`config.mk`:
```
export PLATFORM = sky130hd
export DESIGN_NAME = ide_mode_timing_calculator_top
export DESIGN_NICKNAME = d
export VERILOG_FILES = /design/src/rtl/core/idec_pkg.sv /design/src/rtl/core/idec_scale.sv /design/src/rtl/core/idec_adjust.sv /design/src/rtl/core/ide_mode_timing_calculator_top.sv
export SDC_FILE = /design/constraint.sdc
export NUM_CORES = 1
export LEC_CHECK = 0
export BUFFER_PORTS_ARGS = -buffer_cell sky130_fd_sc_hd__clkbuf_2
export CORE_MARGIN = 5
export CORE_UTILIZATION = 55
export DETAILED_ROUTE_END_ITERATION = 8
export GPL_ROUTABILITY_DRIVEN = 0
export GPL_TIMING_DRIVEN = 0
export PLACE_DENSITY = 0.77
export SYNTH_ARGS = -nofsm -noshare
export SYNTH_HDL_FRONTEND = slang
export SYNTH_SLANG_ARGS = --single-unit
```
`constraint.sdc`:
```
create_clock -name clk_i -period 10.4 [get_ports clk_i]
set_input_delay 1.04 -clock clk_i [delete_from_list [all_inputs] [get_ports clk_i]]
set_output_delay 1.04 -clock clk_i [all_outputs]
set_load 0.02 [all_outputs]
```
`src/rtl/core/idec_pkg.sv`:
```
`timescale 1ns / 1ps
`default_nettype none
// ----------------------------------------------------------------------------
// idec_pkg
// Shared types, constants and timing tables of the IDE mode timing calculator.
// ----------------------------------------------------------------------------
package idec_pkg;

  localparam int unsigned NS_W    = 10;
  localparam int unsigned PROD_W  = 20;
  localparam int unsigned CYC_W   = 10;
  localparam int unsigned CPU_W   = 10;
  localparam int unsigned LANES   = 5;
  localparam int unsigned FIELD_W = 8;

  localparam logic [CPU_W-1:0] CPU_RESET = 10'd80;

  // floor(p / 1000) == (p * RECIP_1000) >> RECIP_SHIFT for p < 2**20
  localparam logic [20:0] RECIP_1000  = 21'd1073742;
  localparam int unsigned RECIP_SHIFT = 30;
  localparam int unsigned RECIP_W     = 41;

  // floor(d / 3) == (d * RECIP_3) >> DIV3_SHIFT for d < 2048
  localparam logic [CYC_W-1:0] RECIP_3    = 10'd683;
  localparam int unsigned      DIV3_SHIFT = 11;

  localparam logic [3:0] PIO_MODE_MAX = 4'd4;
  localparam logic [3:0] DMA_MODE_MAX = 4'd2;

  localparam logic ACT_PIO = 1'b0;
  localparam logic ACT_DMA = 1'b1;

  typedef logic [LANES-1:0][NS_W-1:0]  ns_set_t;
  typedef logic [LANES-1:0][CYC_W-1:0] cyc_set_t;

  typedef struct packed {
    logic       action;
    logic [3:0] mode;
  } req_t;

  typedef struct packed {
    logic [31:0] timing_word;
    logic        is_dma;
    logic        mode_error;
    logic        field_overflow;
  } rsp_t;

  typedef struct packed {
    logic     valid;
    logic     action;
    logic     err;
    cyc_set_t cyc;
  } scaled_t;

  function automatic ns_set_t pack5(input logic [NS_W-1:0] a, input logic [NS_W-1:0] b,
                                    input logic [NS_W-1:0] c, input logic [NS_W-1:0] d,
                                    input logic [NS_W-1:0] e);
    return {e, d, c, b, a};
  endfunction

  // lane 0 cycle time, then t1 t2 t2l (pio) or tkw tkr td tm (dma)
  function automatic ns_set_t lookup_ns(input logic action, input logic [3:0] mode);
    ns_set_t s;
    s = '0;
    if (action == ACT_PIO) begin
      case (mode)
        4'd0:    s = pack5(10'd600, 10'd70, 10'd165, 10'd0, 10'd0);
        4'd1:    s = pack5(10'd383, 10'd50, 10'd125, 10'd0, 10'd0);
        4'd2:    s = pack5(10'd240, 10'd30, 10'd100, 10'd0, 10'd0);
        4'd3:    s = pack5(10'd180, 10'd30, 10'd80, 10'd70, 10'd0);
        4'd4:    s = pack5(10'd120, 10'd25, 10'd70, 10'd25, 10'd0);
        default: s = '0;
      endcase
    end else begin
      case (mode)
        4'd0:    s = pack5(10'd480, 10'd215, 10'd50, 10'd215, 10'd50);
        4'd1:    s = pack5(10'd150, 10'd50, 10'd50, 10'd80, 10'd30);
        default: s = pack5(10'd120, 10'd25, 10'd25, 10'd70, 10'd25);
      endcase
    end
    return s;
  endfunction

endpackage
`default_nettype wire

```
`src/rtl/core/idec_scale.sv`:
```
`timescale 1ns / 1ps
`default_nettype none
// ----------------------------------------------------------------------------
// idec_scale
// Table lookup, ns times clock rate, and divide by 1000 over three stages.
// ----------------------------------------------------------------------------
module idec_scale (
  input  wire logic                          clk_i,
  input  wire logic                          rst_ni,
  input  wire logic                          valid_i,
  input  wire idec_pkg::req_t                req_i,
  input  wire logic [idec_pkg::CPU_W-1:0]    cpu_i,
  output idec_pkg::scaled_t                  scaled_o
);
  import idec_pkg::*;

  logic                  va_q, vb_q, vc_q;
  logic                  act_a_q, act_b_q, act_c_q;
  logic                  err_a_q, err_b_q, err_c_q;
  ns_set_t               ns_d, ns_q;
  logic [PROD_W-1:0]     prod_d [LANES];
  logic [PROD_W-1:0]     prod_q [LANES];
  logic [RECIP_W-1:0]    quot_full [LANES];
  cyc_set_t              cyc_d, cyc_q;
  logic                  err_d;

  assign err_d = (req_i.action == ACT_PIO) && (req_i.mode > PIO_MODE_MAX);
  assign ns_d  = lookup_ns(req_i.action, req_i.mode);

  always_comb begin
    for (int i = 0; i < LANES; i++) begin
      prod_d[i]    = PROD_W'(ns_q[i]) * PROD_W'(cpu_i);
      quot_full[i] = RECIP_W'(prod_q[i]) * RECIP_W'(RECIP_1000);
      cyc_d[i]     = quot_full[i][RECIP_SHIFT +: CYC_W];
    end
  end

  always_ff @(posedge clk_i or negedge rst_ni) begin
    if (!rst_ni) begin
      va_q <= 1'b0;
      vb_q <= 1'b0;
      vc_q <= 1'b0;
    end else begin
      va_q <= valid_i;
      vb_q <= va_q;
      vc_q <= vb_q;
    end
  end

  always_ff @(posedge clk_i) begin
    act_a_q <= req_i.action;
    err_a_q <= err_d;
    ns_q    <= ns_d;
    act_b_q <= act_a_q;
    err_b_q <= err_a_q;
    for (int i = 0; i < LANES; i++) begin
      prod_q[i] <= prod_d[i];
    end
    act_c_q <= act_b_q;
    err_c_q <= err_b_q;
    cyc_q   <= cyc_d;
  end

  assign scaled_o.valid  = vc_q;
  assign scaled_o.action = act_c_q;
  assign scaled_o.err    = err_c_q;
  assign scaled_o.cyc    = cyc_q;

endmodule
`default_nettype wire

```
`src/rtl/core/idec_adjust.sv`:
```
`timescale 1ns / 1ps
`default_nettype none
// ----------------------------------------------------------------------------
// idec_adjust
// Cycle time shortfall, spread over the fields, packing and overflow check.
// ----------------------------------------------------------------------------
module idec_adjust (
  input  wire logic                clk_i,
  input  wire logic                rst_ni,
  input  wire idec_pkg::scaled_t   scaled_i,
  output logic                     done_o,
  output idec_pkg::rsp_t           rsp_o
);
  import idec_pkg::*;

  logic [CYC_W:0]    t0p;
  logic [CYC_W+1:0]  sum;
  logic [CYC_W:0]    kw_sum, kr_sum;
  logic [CYC_W-1:0]  a_d, b_d, c_d, e_d, def_d;
  logic [CYC_W-1:0]  a_q, b_q, c_q, e_q, def_q;
  logic              vd_q, act_q, err_q;

  logic [2*CYC_W-1:0] q_full;
  logic [CYC_W-1:0]   q;
  logic [CYC_W:0]     q3;
  logic [1:0]         rem;
  logic [CYC_W:0]     x1, x2, x3, x4;
  logic               ovf;
  rsp_t               rsp_d, rsp_q;
  logic               done_q;

  // stage d: shortfall against the cycle time
  always_comb begin
    t0p    = (CYC_W+1)'(scaled_i.cyc[0]) + (CYC_W+1)'(1);
    sum    = (CYC_W+2)'(scaled_i.cyc[1]) + (CYC_W+2)'(scaled_i.cyc[2]) +
             (CYC_W+2)'(scaled_i.cyc[3]);
    kw_sum = (CYC_W+1)'(scaled_i.cyc[1]) + (CYC_W+1)'(scaled_i.cyc[3]);
    kr_sum = (CYC_W+1)'(scaled_i.cyc[2]) + (CYC_W+1)'(scaled_i.cyc[3]);
    a_d    = scaled_i.cyc[1];
    b_d    = scaled_i.cyc[2];
    c_d    = scaled_i.cyc[3];
    e_d    = scaled_i.cyc[4];
    def_d  = '0;
    if (scaled_i.action == ACT_PIO) begin
      if (sum < (CYC_W+2)'(t0p)) begin
        def_d = CYC_W'((CYC_W+2)'(t0p) - sum);
      end
    end else begin
      if (kw_sum < t0p) begin
        a_d = CYC_W'(t0p - (CYC_W+1)'(scaled_i.cyc[3]));
      end
      if (kr_sum < t0p) begin
        b_d = CYC_W'(t0p - (CYC_W+1)'(scaled_i.cyc[3]));
      end
    end
  end

  // stage e: spread and pack
  always_comb begin
    q_full = (2*CYC_W)'(def_q) * (2*CYC_W)'(RECIP_3);
    q      = q_full[DIV3_SHIFT +: CYC_W];
    q3     = {q, 1'b0} + (CYC_W+1)'(q);
    rem    = 2'((CYC_W+1)'(def_q) - q3);
    x1     = (CYC_W+1)'(a_q) + (CYC_W+1)'(q);
    x2     = (CYC_W+1)'(b_q) + (CYC_W+1)'(q) + (CYC_W+1)'(rem != 2'd0);
    x3     = (CYC_W+1)'(c_q) + (CYC_W+1)'(q) + (CYC_W+1)'(rem == 2'd2);
    x4     = (CYC_W+1)'(e_q);
    ovf    = 1'b0;
    rsp_d  = '0;
    if (err_q) begin
      rsp_d.mode_error = 1'b1;
    end else if (act_q == ACT_PIO) begin
      ovf                  = (x1 > 11'd255) || (x2 > 11'd255) || (x3 > 11'd255);
      rsp_d.timing_word    = {8'd0, x3[FIELD_W-1:0], x2[FIELD_W-1:0], x1[FIELD_W-1:0]};
      rsp_d.field_overflow = ovf;
    end else begin
      ovf                  = (x1 > 11'd255) || (x2 > 11'd255) || (x3 > 11'd255) ||
                             (x4 > 11'd255);
      rsp_d.timing_word    = {x1[FIELD_W-1:0], x2[FIELD_W-1:0], x3[FIELD_W-1:0],
                              x4[FIELD_W-1:0]};
      rsp_d.is_dma         = 1'b1;
      rsp_d.field_overflow = ovf;
    end
  end

  always_ff @(posedge clk_i or negedge rst_ni) begin
    if (!rst_ni) begin
      vd_q   <= 1'b0;
      done_q <= 1'b0;
    end else begin
      vd_q   <= scaled_i.valid;
      done_q <= vd_q;
    end
  end

  always_ff @(posedge clk_i) begin
    act_q <= scaled_i.action;
    err_q <= scaled_i.err;
    a_q   <= a_d;
    b_q   <= b_d;
    c_q   <= c_d;
    e_q   <= e_d;
    def_q <= def_d;
    rsp_q <= rsp_d;
  end

  assign done_o = done_q;
  assign rsp_o  = rsp_q;

  a_stage_to_out: assert property (@(posedge clk_i) disable iff (!rst_ni)
    vd_q |=> done_q)
    else $error("stage word not delivered");

  a_err_zero: assert property (@(posedge clk_i) disable iff (!rst_ni)
    done_q && rsp_q.mode_error |-> rsp_q.timing_word == 32'd0 && !rsp_q.field_overflow)
    else $error("mode error word not cleared");

  a_err_pio: assert property (@(posedge clk_i) disable iff (!rst_ni)
    done_q && rsp_q.mode_error |-> !rsp_q.is_dma)
    else $error("mode error on dma word");

  a_pio_top: assert property (@(posedge clk_i) disable iff (!rst_ni)
    done_q && !rsp_q.is_dma |-> rsp_q.timing_word[31:24] == 8'd0)
    else $error("pio word top byte set");

endmodule
`default_nettype wire

```
`src/rtl/core/ide_mode_timing_calculator_top.sv`:
```
`timescale 1ns / 1ps
`default_nettype none
// ----------------------------------------------------------------------------
// ide_mode_timing_calculator_top
// IDE PIO / multiword DMA timing word calculator.
//
// A request word (action, mode) is taken at a clock edge with start high and
// busy low; busy is always low, so a request may be issued every cycle.
// Each request gives one result word on rsp_o, marked by done for exactly
// one cycle, after the registered lookup, multiply, divide by 1000,
// shortfall, and spread and pack stages. Throughput is one word a cycle.
// The receiver cannot stall; results appear in request order.
// cfg_we_i / cfg_wdata_i write the clock cycles per microsecond register,
// to be written only while no request is in flight.
// Reset clears the pipeline valid bits and sets the rate register to 80.
// ----------------------------------------------------------------------------
module ide_mode_timing_calculator_top (
  input  wire logic                          clk_i,
  input  wire logic                          rst_ni,
  input  wire logic                          start,
  output logic                               busy,
  input  wire idec_pkg::req_t                req_i,
  output logic                               done,
  output idec_pkg::rsp_t                     rsp_o,
  input  wire logic                          cfg_we_i,
  input  wire logic [idec_pkg::CPU_W-1:0]    cfg_wdata_i
);
  import idec_pkg::*;

  logic [CPU_W-1:0] cpu_q;
  scaled_t          scaled;

  always_ff @(posedge clk_i or negedge rst_ni) begin
    if (!rst_ni) begin
      cpu_q <= CPU_RESET;
    end else if (cfg_we_i) begin
      cpu_q <= cfg_wdata_i;
    end
  end

  assign busy = 1'b0;

  idec_scale u_scale (
    .clk_i    (clk_i),
    .rst_ni   (rst_ni),
    .valid_i  (start & ~busy),
    .req_i    (req_i),
    .cpu_i    (cpu_q),
    .scaled_o (scaled)
  );

  idec_adjust u_adjust (
    .clk_i    (clk_i),
    .rst_ni   (rst_ni),
    .scaled_i (scaled),
    .done_o   (done),
    .rsp_o    (rsp_o)
  );

endmodule
`default_nettype wire

```
==> load_flow_metrics.sql <==
INSERT INTO impl_metrics (metric_group, metric, value, unit) VALUES
('cts', 'hold_buffers', '0', ''),
('route', 'detail_route.wl_per_cell', '13.9', 'um'),
('floorplanning', 'initial_utilization', '0.564', ''),
('yosys', 'syn-cell-area', '8980', 'um^2'),
('route', 'detailedRoute.firstPassIterationCount', '5', ''),
('yosys', 'yosysWarningCount', '0', ''),
('global_routing', 'antenna_found_initial', '0', ''),
('cts', 'clk-insertion-delay-late', '0.34', 'ns'),
('yosys', 'postSynthAreaPerCell', '9.88', 'um^2'),
('floorplanning', 'chipHeight', '138', 'um'),
('global_routing', 'remaining_overflow_grt', '0', ''),
('sta', 'setup_viol_count_final', '0', ''),
('critical_path', 'worstSetupPathType', 'flip-flop to flip-flop', ''),
('floorplanning', 'core.rowCount', '46', ''),
('yosys', 'synthesis.instances', '909', ''),
('finish', 'finalNetCount', '1312', ''),
('yosys', 'dominantRegCellSynth', 'dfxtp_1', ''),
('global_routing', 'first_global_vias', '6250', ''),
('cts', 'clk_pin_slew', '0.06', 'ns'),
('critical_path', 'critical_path.endpoint_type', 'flip-flop', ''),
('route', 'avgViaCountPerCell', '4.97', ''),
('cts', 'cts_tree', 'built', ''),
('critical_path', 'timing.critical_path.required', '10.63', 'ns'),
('sta', 'clock-skew-final', '0.00749', 'ns'),
('cts', 'cts_max_path_buffers', '2', ''),
('critical_path', 'worstPathArrival', '5.75', 'ns'),
('cts', 'clkSinkCount', '74', ''),
('placed_design', 'buffer_ports.inserted', '29', ''),
('sta', 'number_of_max_slew_violations_in_the_final_report', '0', ''),
('sta', 'finalCriticalPeriod', '5.52', 'ns'),
('global_routing', 'grt_max_degree', '16', ''),
('cts', 'postCtsSetupRepairBufs', '0', ''),
('placed_design', 'placedInstanceArea', '9490', 'um^2'),
('job', 'max_cap_viol_count', '0', ''),
('sta', 'fmax', '181', 'MHz'),
('finish', 'area.sequential', '1560', 'um^2'),
('sta', 'slew-limit-headroom', '0.608', ''),
('critical_path', 'crit_fanout', '6', ''),
('sta', 'timing.final.crit_share', '0.531', ''),
('floorplanning', 'die-area', '19000', 'um^2'),
('critical_path', 'start_kind', 'flip-flop', ''),
('cts', 'number_of_gates_resized_after_cts', '0', ''),
('route', 'vias', '5940', ''),
('cts', 'htree_levels', '3', ''),
('finish', 'num_antenna_cells', '0', ''),
('finish', 'multiInputGateArea', '6420', 'um^2'),
('sta', 'grt_setup_unrepaired', 'false', ''),
('cts', 'clk_root_buffer_cell', 'clkbuf_16', ''),
('yosys', 'ys_ff_latch', '74', ''),
('finish', 'drive_gt1_frac', '0.0910', ''),
('route', 'wirelength', '16600', 'um'),
('route', 'drtAntennaViolNets', '0', ''),
('finish', 'final_design_area_no_fill', '9770', 'um^2'),
('placed_design', 'hpwl', '14300', 'um'),
('sta', 'tns', '0', 'ns'),
('yosys', 'synth_seq_area_share', '0.174', ''),
('floorplanning', 'floorplan.core_area', '15900', 'um^2'),
('yosys', 'ys_async_sr_fraction', '0.203', ''),
('yosys', 'synth_cell_types', '50', ''),
('hold_path', 'worstHoldPathType', 'flip-flop to flip-flop', ''),
('global_routing', 'grt_pass1_wl', '28700', 'um'),
('finish', 'flow.area_growth_from_synthesis', '8.75', '%'),
('yosys', 'synth_edf_count', '0', ''),
('finish', 'n_fill_cell', '1313', ''),
('global_routing', 'grt_usage', '0.193', ''),
('sta', 'worstMarginPinSlew', '0.588', 'ns'),
('cts', 'inserted_clock_buffers', '9', ''),
('status', 'outcome', 'completed', ''),
('floorplanning', 'die_width', '138', 'um'),
('floorplanning', 'boundaryPins', '56', ''),
('route', 'remaining_drc_errors', '0', ''),
('sta', 'hold_violations', '0', ''),
('route', 'drtIter0Drc', '191', '');
-- worst paths after layout --
check,slack (ns),from,to,cells after the start
worst max-delay path,4.88,u_scale.prod_q[4][7],u_scale.scaled_o[46],17
worst min-delay path,0.32,u_scale.err_c_q,u_adjust.err_q,0
worst max register to register,4.88,u_scale.prod_q[4][7],u_scale.scaled_o[46],17
worst min register to register,0.32,u_scale.err_c_q,u_adjust.err_q,0
max in group asynchronous,9.47,rst_ni,cpu_q[4],1
min in group asynchronous,0.61,rst_ni,cpu_q[7],1
-- area by class of cell --
type / instances / area share
multi-input cells: 591 / 0.657
flip-flops and latches: 74 / 0.160
inverters: 239 / 0.0918
well taps: 216 / 0.0277
clock buffers: 11 / 0.0248
plain buffers: 29 / 0.0207
repair buffers: 29 / 0.0149
clock inverters: 5 / 0.00384
-- Yosys cell counts (9+ instances only) --
cell	number	area, um^2
nand2_1	33	124
ha_1	216	2700
dfxtp_1	59	1180
dfrtp_1	13	325
xnor2_1	13	114
nor3_1	10	50.1
nor2_1	19	71.3
inv_1	239	897
nand3_1	9	45.0
fa_1	104	2080
nor2b_1	13	81.3
and2_1	41	257
mux2_2	10	113
buf_4	25	188
a21oi_1	21	105
o21ai_0	9	45.0
-- layer usage --
layer	up-vias	part of all wire	GRT usage
li1	2974	-	-
met3	32	0.032	0.0318
met2	97	0.49	0.326
met4	0	0.030	0.0746
met5	-	0	0
met1	2837	0.45	0.248
-- state kept, by name (all words and copies together) (netlist names), 6 cells and up --
register and flops:
u_scale.scaled_o 8, u_scale.ns_q 6, cpu_q 10, u_adjust.e_q 8, u_scale.prod_q 18, u_adjust.rsp_o 11
-- kinds of logic after synthesis --
group	count (synthesis)	synth area share
other cells	1	0.000417
fa+ha+maj	320	0.533
buf+inv	268	0.122
flops	74	0.174
mux	10	0.0125
simple gates	147	0.0880
xor+xnor	17	0.0166
compound gates	72	0.0540
-- layout by cell type, fill, tap and decap left out, types with 10 or more instances in the layout --
master,instances
nor2_1,19
conb_1,25
and2_1,41
dfxtp_1,59
nor3_1,10
dfrtp_1,13
mux2_2,10
a21oi_1,21
clkbuf_2,29
inv_1,239
nor2b_1,13
buf_4,25
nand2_1,33
fa_1,104
xnor2_1,13
ha_1,216
-- critical path: stages (launching register included) --
cell and delay, ns:
dfxtp_1 0.56, ha_1 0.31, ha_1 0.26, fa_1 0.55, inv_1 0.05, fa_1 0.47, inv_1 0.05, fa_1 0.51
fa_1 0.50, ha_1 0.31, ha_1 0.29, nand4_1 0.17, nor4_4 0.33, a21oi_1 0.14, a31oi_1 0.35, nor4_1 0.13
o31a_1 0.31, xnor2_1 0.12
-- metrics by stage --
stage	hold slack [ns]	std cells	utilization	setup slack, ns
5_1_grt	0.330	1194	0.613	4.64
3_3_place_gp	0.310	1178	0.595	4.89
4_1_cts	0.324	1194	0.613	4.87
2_1_floorplan	0.310	933	-	5.47
3_5_place_dp	0.312	1178	0.595	4.88
6_report	0.319	1194	0.613	4.88
Power is left out: the tool's default activity adds up to more than one toggle a clock period on the data nets, which glitch-free logic cannot reach.
